===== src/design/bounded_edit_distance_match_assert.svh =====
// Assertion macros used by the datapath (bedm_dp) of the bounded edit distance matcher.
`ifndef BOUNDED_EDIT_DISTANCE_MATCH_ASSERT_SVH
`define BOUNDED_EDIT_DISTANCE_MATCH_ASSERT_SVH

// Check that the consequent holds in the same cycle as the antecedent.
`define BEDM_ASSERT_NOW(label, clk, rst_n, ante, cons) \
  label: assert property (@(posedge clk) disable iff (!rst_n) (ante) |-> (cons)) \
    else $error("bedm assertion failed");

// Check that the consequent holds in the cycle after the antecedent.
`define BEDM_ASSERT_NEXT(label, clk, rst_n, ante, cons) \
  label: assert property (@(posedge clk) disable iff (!rst_n) (ante) |=> (cons)) \
    else $error("bedm assertion failed");

`endif


===== src/design/bedm_pkg.sv =====
// Package: constants, command/status types and helpers of the edit distance matcher.
package bedm_pkg;

  localparam int unsigned MAX_QUERY_LEN = 16;
  localparam int unsigned THR_RESET     = 2;
  localparam int unsigned CH_W          = 8;
  localparam int unsigned DIST_W        = 5;
  localparam int unsigned THR_W         = 4;
  localparam logic [DIST_W-1:0] CELL_MAX = 5'd31;

  // Input command codes
  localparam logic CMD_QUERY = 1'b0;
  localparam logic CMD_CAND  = 1'b1;

  // Controller to datapath commands
  typedef struct packed {
    logic query_wr;
    logic cand_start;
    logic step;
    logic emit;
  } bedm_cmd_t;

  // Datapath to controller status
  typedef struct packed {
    logic qlen_zero;
    logic step_last;
    logic out_free;
  } bedm_sts_t;

  // Saturating increment of a row cell
  function automatic logic [DIST_W-1:0] sat_inc(input logic [DIST_W-1:0] v);
    sat_inc = (v >= CELL_MAX) ? CELL_MAX : v + 5'd1;
  endfunction

endpackage


===== src/design/bedm_in_if.sv =====
// Input channel interface: one query or candidate character per item.
interface bedm_in_if;
  logic                        valid;
  logic                        ready;
  logic                        cmd;
  logic [bedm_pkg::CH_W-1:0]   ch;
  logic                        last;

  modport source (output valid, output cmd, output ch, output last, input ready);
  modport sink   (input valid, input cmd, input ch, input last, output ready);
endinterface


===== src/design/bedm_out_if.sv =====
// Output channel interface: one match result per item.
interface bedm_out_if;
  logic                          valid;
  logic                          ready;
  logic                          match;
  logic [bedm_pkg::DIST_W-1:0]   distance;
  logic                          query_bad;

  modport source (output valid, output match, output distance, output query_bad,
                  input ready);
  modport sink   (input valid, input match, input distance, input query_bad,
                  output ready);
endinterface


===== src/design/bounded_edit_distance_match.sv =====
// Bounded edit distance matcher: a stored query is compared against streamed
// candidate names by the Levenshtein row recurrence, one character per item.
// A query character is stored as soon as it is accepted. A candidate character is
// accepted, then the cell update unit computes one row cell per cycle from the
// query memory and the row memory, one cell for each stored query character; on a
// candidate's last character the result register is then loaded. A result waiting
// in the output register does not block new items until the next result is ready.
// A distance strictly below the configured threshold on a valid query sets match.
module bounded_edit_distance_match #(
  parameter int unsigned MAX_QUERY_LEN = bedm_pkg::MAX_QUERY_LEN
) (
  input  logic                        clk_i,
  input  logic                        rst_ni,
  input  logic                        cfg_we_i,
  input  logic [bedm_pkg::THR_W-1:0]  cfg_wdata_i,
  bedm_in_if.sink                     in_ch,
  bedm_out_if.source                  out_ch
);

  bedm_pkg::bedm_cmd_t cmd;
  bedm_pkg::bedm_sts_t sts;

  // Sequence each character
  bedm_ctrl u_ctrl (
    .clk_i      (clk_i),
    .rst_ni     (rst_ni),
    .in_valid_i (in_ch.valid),
    .in_cmd_i   (in_ch.cmd),
    .in_last_i  (in_ch.last),
    .in_ready_o (in_ch.ready),
    .sts_i      (sts),
    .cmd_o      (cmd)
  );

  // Store the query, update the row, hold the result
  bedm_dp #(
    .MAX_QUERY_LEN (MAX_QUERY_LEN)
  ) u_dp (
    .clk_i           (clk_i),
    .rst_ni          (rst_ni),
    .cfg_we_i        (cfg_we_i),
    .cfg_wdata_i     (cfg_wdata_i),
    .in_ch_i         (in_ch.ch),
    .in_last_i       (in_ch.last),
    .cmd_i           (cmd),
    .sts_o           (sts),
    .out_valid_o     (out_ch.valid),
    .out_ready_i     (out_ch.ready),
    .out_match_o     (out_ch.match),
    .out_distance_o  (out_ch.distance),
    .out_query_bad_o (out_ch.query_bad)
  );

endmodule


===== src/design/bedm_ctrl.sv =====
// Controller state machine: sequences the per-cell row update of one character.
module bedm_ctrl (
  input  logic                clk_i,
  input  logic                rst_ni,
  input  logic                in_valid_i,
  input  logic                in_cmd_i,
  input  logic                in_last_i,
  output logic                in_ready_o,
  input  bedm_pkg::bedm_sts_t sts_i,
  output bedm_pkg::bedm_cmd_t cmd_o
);

  typedef enum logic [1:0] {
    S_IDLE,
    S_RUN,
    S_FIN
  } state_e;

  state_e state_q;
  logic   last_q;
  logic   accept;

  assign in_ready_o = (state_q == S_IDLE);
  assign accept     = in_valid_i && in_ready_o;

  // Decode commands for the datapath
  always_comb begin
    cmd_o.query_wr   = accept && (in_cmd_i == bedm_pkg::CMD_QUERY);
    cmd_o.cand_start = accept && (in_cmd_i == bedm_pkg::CMD_CAND);
    cmd_o.step       = (state_q == S_RUN);
    cmd_o.emit       = (state_q == S_FIN) && sts_i.out_free;
  end

  // Hold state and the last flag of the candidate character in progress
  always_ff @(posedge clk_i or negedge rst_ni) begin
    if (!rst_ni) begin
      state_q <= S_IDLE;
      last_q  <= 1'b0;
    end else begin
      case (state_q)
        S_IDLE: begin
          if (cmd_o.cand_start) begin
            last_q <= in_last_i;
            if (!sts_i.qlen_zero) begin
              state_q <= S_RUN;
            end else if (in_last_i) begin
              state_q <= S_FIN;
            end
          end
        end
        S_RUN: begin
          if (sts_i.step_last) begin
            state_q <= last_q ? S_FIN : S_IDLE;
          end
        end
        S_FIN: begin
          if (sts_i.out_free) begin
            state_q <= S_IDLE;
          end
        end
        default: begin
          state_q <= S_IDLE;
        end
      endcase
    end
  end

endmodule


===== src/design/bedm_dp.sv =====
// Datapath: query store, DP row memory, cell update unit and result register.
`include "bounded_edit_distance_match_assert.svh"

module bedm_dp #(
  parameter int unsigned MAX_QUERY_LEN = bedm_pkg::MAX_QUERY_LEN
) (
  input  logic                           clk_i,
  input  logic                           rst_ni,
  input  logic                           cfg_we_i,
  input  logic [bedm_pkg::THR_W-1:0]     cfg_wdata_i,
  input  logic [bedm_pkg::CH_W-1:0]      in_ch_i,
  input  logic                           in_last_i,
  input  bedm_pkg::bedm_cmd_t            cmd_i,
  output bedm_pkg::bedm_sts_t            sts_o,
  output logic                           out_valid_o,
  input  logic                           out_ready_i,
  output logic                           out_match_o,
  output logic [bedm_pkg::DIST_W-1:0]    out_distance_o,
  output logic                           out_query_bad_o
);

  localparam int unsigned IW = $clog2(MAX_QUERY_LEN);
  localparam int unsigned LW = $clog2(MAX_QUERY_LEN + 1);
  localparam int unsigned DW = bedm_pkg::DIST_W;

  // Query characters and row cells 1..MAX_QUERY_LEN (cell k at address k-1)
  logic [bedm_pkg::CH_W-1:0] qmem [MAX_QUERY_LEN];
  logic [DW-1:0]             rmem [MAX_QUERY_LEN];

  logic [MAX_QUERY_LEN-1:0]  row_vld_q;
  logic [DW-1:0]             cell0_q;
  logic [LW-1:0]             len_q;
  logic                      ovf_q;
  logic                      done_q;
  logic [bedm_pkg::THR_W-1:0] thr_q;
  logic [IW-1:0]             j_q;
  logic [DW-1:0]             diag_q;
  logic [DW-1:0]             left_q;
  logic                      rdv_q;
  logic [DW-1:0]             rd_q;
  logic [bedm_pkg::CH_W-1:0] qc_q;
  logic [bedm_pkg::CH_W-1:0] ch_q;
  logic                      out_vld_q;
  logic                      out_match_q;
  logic [DW-1:0]             out_dist_q;
  logic                      out_bad_q;

  logic [LW-1:0]             len_eff;
  logic                      wr_ok;
  logic [IW-1:0]             raddr;
  logic [7:0]                k_up;
  logic [DW-1:0]             up_init;
  logic [DW-1:0]             up;
  logic [DW-1:0]             best;
  logic [DW-1:0]             new_cell;
  logic                      bad;

  // Length after an optional restart of the query
  assign len_eff = done_q ? '0 : len_q;
  assign wr_ok   = (len_eff < LW'(MAX_QUERY_LEN));

  // Prefetch address: first cell on start, next cell on each step
  assign raddr = cmd_i.cand_start ? '0 : j_q + IW'(1);

  // Old value of cell j+1: stored value, or its initial value k saturated at 31
  assign k_up    = 8'(j_q) + 8'd1;
  assign up_init = (k_up > 8'(bedm_pkg::CELL_MAX)) ? bedm_pkg::CELL_MAX : k_up[DW-1:0];
  assign up      = rdv_q ? rd_q : up_init;

  // Cell update: copy diagonal on a character match, else 1 + min of three
  always_comb begin
    best = diag_q;
    if (up < best) begin
      best = up;
    end
    if (left_q < best) begin
      best = left_q;
    end
    new_cell = (qc_q == ch_q) ? diag_q : bedm_pkg::sat_inc(best);
  end

  assign bad = (len_q == '0) || ovf_q;

  // Status for the controller
  always_comb begin
    sts_o.qlen_zero = (len_q == '0);
    sts_o.step_last = ((LW'(j_q) + LW'(1)) == len_q);
    sts_o.out_free  = !out_vld_q || out_ready_i;
  end

  // Write and read the query and row memories
  always_ff @(posedge clk_i) begin
    if (cmd_i.query_wr && wr_ok) begin
      qmem[len_eff[IW-1:0]] <= in_ch_i;
    end
    if (cmd_i.step) begin
      rmem[j_q] <= new_cell;
    end
    if (cmd_i.cand_start || cmd_i.step) begin
      qc_q <= qmem[raddr];
      rd_q <= rmem[raddr];
    end
  end

  // Hold candidate character and result payload
  always_ff @(posedge clk_i) begin
    if (cmd_i.cand_start) begin
      ch_q <= in_ch_i;
    end
    if (cmd_i.emit) begin
      out_match_q <= !bad && (left_q < DW'(thr_q));
      out_dist_q  <= left_q;
      out_bad_q   <= bad;
    end
  end

  // Advance query state, row state and the output handshake
  always_ff @(posedge clk_i or negedge rst_ni) begin
    if (!rst_ni) begin
      row_vld_q <= '0;
      cell0_q   <= '0;
      len_q     <= '0;
      ovf_q     <= 1'b0;
      done_q    <= 1'b0;
      thr_q     <= bedm_pkg::THR_W'(bedm_pkg::THR_RESET);
      j_q       <= '0;
      diag_q    <= '0;
      left_q    <= '0;
      rdv_q     <= 1'b0;
      out_vld_q <= 1'b0;
    end else begin
      if (cfg_we_i) begin
        thr_q <= cfg_wdata_i;
      end
      if (cmd_i.query_wr) begin
        if (wr_ok) begin
          len_q <= len_eff + LW'(1);
          ovf_q <= done_q ? 1'b0 : ovf_q;
        end else begin
          ovf_q <= 1'b1;
        end
        done_q    <= in_last_i;
        row_vld_q <= '0;
        cell0_q   <= '0;
      end
      if (cmd_i.cand_start) begin
        diag_q  <= cell0_q;
        left_q  <= bedm_pkg::sat_inc(cell0_q);
        cell0_q <= bedm_pkg::sat_inc(cell0_q);
        j_q     <= '0;
      end
      if (cmd_i.cand_start || cmd_i.step) begin
        rdv_q <= row_vld_q[raddr];
      end
      if (cmd_i.step) begin
        row_vld_q[j_q] <= 1'b1;
        left_q         <= new_cell;
        diag_q         <= up;
        j_q            <= j_q + IW'(1);
      end
      if (cmd_i.emit) begin
        out_vld_q <= 1'b1;
        row_vld_q <= '0;
        cell0_q   <= '0;
      end else if (out_ready_i) begin
        out_vld_q <= 1'b0;
      end
    end
  end

  assign out_valid_o     = out_vld_q;
  assign out_match_o     = out_match_q;
  assign out_distance_o  = out_dist_q;
  assign out_query_bad_o = out_bad_q;

  // A step never runs past the stored query length
  `BEDM_ASSERT_NOW(a_step_in_range, clk_i, rst_ni, cmd_i.step, (LW'(j_q) < len_q))
  // An emitted result shows up in the output register
  `BEDM_ASSERT_NEXT(a_emit_valid, clk_i, rst_ni, cmd_i.emit, out_vld_q)
  // A query character resets the DP row
  `BEDM_ASSERT_NEXT(a_query_row_init, clk_i, rst_ni, cmd_i.query_wr,
                    (row_vld_q == '0) && (cell0_q == '0))

endmodule


===== src/flat_wrapper.sv =====
// flat-port wrapper written by rule: the top's interface ports become plain ports
module bounded_edit_distance_match_flat 
#(
  parameter int unsigned MAX_QUERY_LEN = bedm_pkg::MAX_QUERY_LEN
)
  (clk_i, rst_ni, cfg_we_i, cfg_wdata_i, in_ch_valid, in_ch_cmd, in_ch_ch, in_ch_last, in_ch_ready, out_ch_valid, out_ch_match, out_ch_distance, out_ch_query_bad, out_ch_ready);
  bedm_in_if in_ch_i ();
  bedm_out_if out_ch_i ();
  input  logic clk_i;
  input  logic rst_ni;
  input  logic cfg_we_i;
  input  logic [bedm_pkg::THR_W-1:0] cfg_wdata_i;
  input wire logic [$bits(in_ch_i.valid)-1:0] in_ch_valid;
  input wire logic [$bits(in_ch_i.cmd)-1:0] in_ch_cmd;
  input wire logic [$bits(in_ch_i.ch)-1:0] in_ch_ch;
  input wire logic [$bits(in_ch_i.last)-1:0] in_ch_last;
  output wire logic [$bits(in_ch_i.ready)-1:0] in_ch_ready;
  output wire logic [$bits(out_ch_i.valid)-1:0] out_ch_valid;
  output wire logic [$bits(out_ch_i.match)-1:0] out_ch_match;
  output wire logic [$bits(out_ch_i.distance)-1:0] out_ch_distance;
  output wire logic [$bits(out_ch_i.query_bad)-1:0] out_ch_query_bad;
  input wire logic [$bits(out_ch_i.ready)-1:0] out_ch_ready;
  assign in_ch_i.valid = in_ch_valid;
  assign in_ch_i.cmd = in_ch_cmd;
  assign in_ch_i.ch = in_ch_ch;
  assign in_ch_i.last = in_ch_last;
  assign in_ch_ready = in_ch_i.ready;
  assign out_ch_valid = out_ch_i.valid;
  assign out_ch_match = out_ch_i.match;
  assign out_ch_distance = out_ch_i.distance;
  assign out_ch_query_bad = out_ch_i.query_bad;
  assign out_ch_i.ready = out_ch_ready;
  bounded_edit_distance_match #(.MAX_QUERY_LEN(MAX_QUERY_LEN)) u_core (.clk_i(clk_i), .rst_ni(rst_ni), .cfg_we_i(cfg_we_i), .cfg_wdata_i(cfg_wdata_i), .in_ch(in_ch_i), .out_ch(out_ch_i));
endmodule

===== config.mk =====
export PLATFORM = sky130hd
export DESIGN_NAME = bounded_edit_distance_match_flat
export DESIGN_NICKNAME = d
export VERILOG_FILES = /design/src/design/bedm_pkg.sv /design/src/design/bedm_in_if.sv /design/src/design/bedm_out_if.sv /design/src/design/bounded_edit_distance_match.sv /design/src/design/bedm_ctrl.sv /design/src/design/bedm_dp.sv /design/src/flat_wrapper.sv
export VERILOG_INCLUDE_DIRS = /design/src /design/src/design
export SDC_FILE = /design/constraint.sdc
export NUM_CORES = 1
export LEC_CHECK = 0
export BUFFER_PORTS_ARGS = -buffer_cell sky130_fd_sc_hd__buf_2
export CORE_MARGIN = 2
export CORE_UTILIZATION = 62
export CTS_BUF_LIST = sky130_fd_sc_hd__clkbuf_4 sky130_fd_sc_hd__clkbuf_8 sky130_fd_sc_hd__clkbuf_16
export DETAILED_ROUTE_END_ITERATION = 12
export GPL_ROUTABILITY_DRIVEN = 0
export GPL_TIMING_DRIVEN = 0
export PLACE_DENSITY = 0.87
export SLEW_MARGIN = 20
export SYNTH_ARGS = -nofsm -noshare
export SYNTH_HDL_FRONTEND = slang
export SYNTH_SLANG_ARGS = --single-unit

===== constraint.sdc =====
create_clock -name clk_i -period 6.7 [get_ports clk_i]
set_input_delay 0.335 -clock clk_i [delete_from_list [all_inputs] [get_ports clk_i]]
set_output_delay 0.335 -clock clk_i [all_outputs]
set_load 0.01 [all_outputs]

==> results.json <==
{
  "grt_first_pass_wirelength_um": 44900,
  "synth_cell_types": 66,
  "numPlacedInstances": 1118,
  "ys_ff_latch": 287,
  "skew_ns": 0.0219,
  "drive_above_1_share_pct": 16.7,
  "place_ws_ns": -0.933,
  "final_cells": 1170,
  "core_um2": 19500,
  "worst_slew_pin_slew_ns": 1.09,
  "path_clk_slew_ns": 0.06,
  "final.setup.worst_slack_ns": 0.238,
  "synth_area_leaders": "edfxtp_1, dfrtp_1, mux4_2",
  "async_flop_share_pct": 17.8,
  "cp.buffers_inverters": 5,
  "die_area_um2": 20900,
  "cpMostUsedCell": "ha_1",
  "hp-class": "input port to flop",
  "final_core_util_pct": 70.2,
  "syn_inst": 826,
  "num-nets-final": 927,
  "critPathKind": "flop to flop",
  "routed_via_density": 6.81,
  "final_common_cell": "edfxtp_1",
  "slew_headroom_pct": 26.8,
  "insertion_delay_ns": 0.56,
  "cts.path.max_buffers": 3,
  "port_buffers": 27,
  "netlist.area_leader.share_pct": 57.8,
  "start_util_pct": 63.0,
  "drv_slew": 0,
  "endpoint_kind": "flop",
  "dr.pass1.iters": 6,
  "synthFlopType": "edfxtp_1",
  "maxCapViolCount": 0,
  "drt-initial-drc-count": 1153,
  "io_pins": 28,
  "routed_wl_um": 29500,
  "grt_overflow": 0,
  "area_growth_pct": 11.3,
  "layout_common_cells": "edfxtp_1, o21ai_0, nor2_1, dfrtp_1, nand2_1",
  "cp.required_ns": 6.98,
  "worstPathMaxFanout": 16,
  "rsz0062_at_grt": "yes",
  "synth-seq-area-share_pct": 68.2,
  "finalHoldViolCount": 0,
  "syn_nets": 868,
  "ant_nets": 0,
  "hpwl_um": 19400,
  "syn_area_um2": 12300,
  "route.detailed.drc": 0,
  "synth-edff-count": 236,
  "syn_area_per_cell_um2": 14.9,
  "die_h_um": 145,
  "tritoncts": "built",
  "rows": 51,
  "grt_util_all_layers_pct": 29.2,
  "dieWidth_um": 145,
  "fillerInstances": 1183,
  "h-tree-depth": 1,
  "yosysWarnings": 0,
  "clock-sinks": 287,
  "cp.arrival_ns": 6.74,
  "synth_top_area_cell": "edfxtp_1",
  "grt_max_degree": 52,
  "slowest_stage": "dfrtp_2",
  "fin_crit_sh_pct": 96.4,
  "fin_tns_setup_ns": 0,
  "finalCriticalPeriod_ns": 6.46,
  "slowest_delay_ns": 0.47,
  "cp_top_family": "compound AO/OA/AOI/OAI gates",
  "status": "complete, no violations",
  "post_drt_wl_per_cell_um": 25.2,
  "cts-buffers-inserted": 27,
  "crit_path_start_kind": "flop",
  "grt_pass1_vias": 7727,
  "cts_root_buf": "clkbuf_16",
  "setup_viol": 0,
  "n_antenna_cell": 0,
  "fmax_mhz": 155,
  "antenna_found_initial": 0,
  "num_vias": 7963
}
==> layout make-up <==
class	count	area (µm²)	share of cell area (%)
Sequential cell	287	8370	61.3
Tap cell	265	332	2.43
Multi-Input combinational cell	469	3650	26.7
Clock inverter	11	67.6	0.495
Timing Repair Buffer	31	185	1.36
Inverter	25	97.6	0.715
Buffer	44	198	1.45
Clock buffer	38	764	5.60
==> per-layer routing <==
| layer | up-vias | GRT usage (%) | part of all wire, % |
|---|---|---|---|
| li1 | 3329 | - | - |
| met1 | 3924 | 40.8 | 37 |
| met2 | 625 | 47.1 | 49 |
| met3 | 85 | 5.20 | 11 |
| met4 | 0 | 10.3 | 3.5 |
| met5 | - | 0 | 0 |
==> state kept, by name, summed over array words and instances (netlist names) <==
name                         count
u_core.u_dp.thr_q                4
u_core.u_dp.out_valid_o          1
u_core.u_dp.row_vld_q           16
u_core.u_ctrl.state_q            2
u_core.u_dp.rd_q                 5
u_core.u_dp.out_query_bad_o      1
u_core.u_dp.cell0_q              5
u_core.u_dp.rmem                80
u_core.u_dp.qmem               128
u_core.u_dp.diag_q               5
u_core.u_dp.out_match_o          1
u_core.u_ctrl.last_q             1
u_core.u_dp.j_q                  4
u_core.u_dp.out_distance_o       5
u_core.u_dp.done_q               1
u_core.u_dp.ovf_q                1
u_core.u_dp.ch_q                 8
u_core.u_dp.len_q                5
u_core.u_dp.qc_q                 8
u_core.u_dp.rdv_q                1
u_core.u_dp.left_q               5
==> repair_timing <==
action	CTS	global route
resized for setup	6	5
setup endpoints to repair	85	83
setup buffers	1	1
pin swaps	0	1
hold buffers	2	0
endpoints found under the hold margin	51	0
==> cells in the mapped netlist, drive strengths merged, types with 4 or more instances <==
master,n
o21ai,79
nor2,62
a21oi,42
nand2,45
o21a,5
or3,29
nor3,7
edfxtp,236
buf,10
mux2,7
o221ai,29
dfrtp,50
a21o,4
inv,25
nand3,9
mux2i,4
o22ai,5
clkbuf,35
ha,23
a211oi,4
nand2b,6
xor2,15
mux4,42
xnor2,4
==> final timing paths <==
path / slack, ns / cells after the start / to / start
setup / recovery: 0.24 / 25 / u_core.u_dp.rmem[1][4] / u_core.u_dp.j_q[0]
hold / removal: 0.03 / 2 / u_core.u_dp.thr_q[0] / cfg_wdata_i[0]
setup reg to reg: 0.24 / 25 / u_core.u_dp.rmem[1][4] / u_core.u_dp.j_q[0]
hold reg to reg: 0.48 / 2 / u_core.u_ctrl.last_q / u_core.u_ctrl.last_q
max in group asynchronous: 5.83 / 2 / u_core.u_dp.j_q[0] / rst_ni
min in group asynchronous: 0.37 / 2 / u_core.u_dp.row_vld_q[11] / rst_ni
==> through the flow <==
stage          area [µm²]  hold WS [ns]
5_1_grt             13700        0.0228
3_5_place_dp        12700         0.410
3_3_place_gp        12700         0.461
6_report            13700        0.0293
2_1_floorplan       12300        0.0394
4_1_cts             13600        0.0242
==> logic make-up (layout without fill, tap and decap cells) <==
logic type,count (synthesis),in the layout,share of synthesized area (%)
multiplexers,53,53,8.71
AO/OA/AOI/OAI,196,196,9.98
AND/OR/NAND/NOR,178,178,7.04
buffers and inverters,70,149,2.40
adder cells (fa/ha/maj),23,23,2.35
XOR/XNOR,19,19,1.36
flip-flops,287,287,68.2
Power is left out: the tool's default activity adds up to more than one toggle a clock period on the data nets, which glitch-free logic cannot reach.
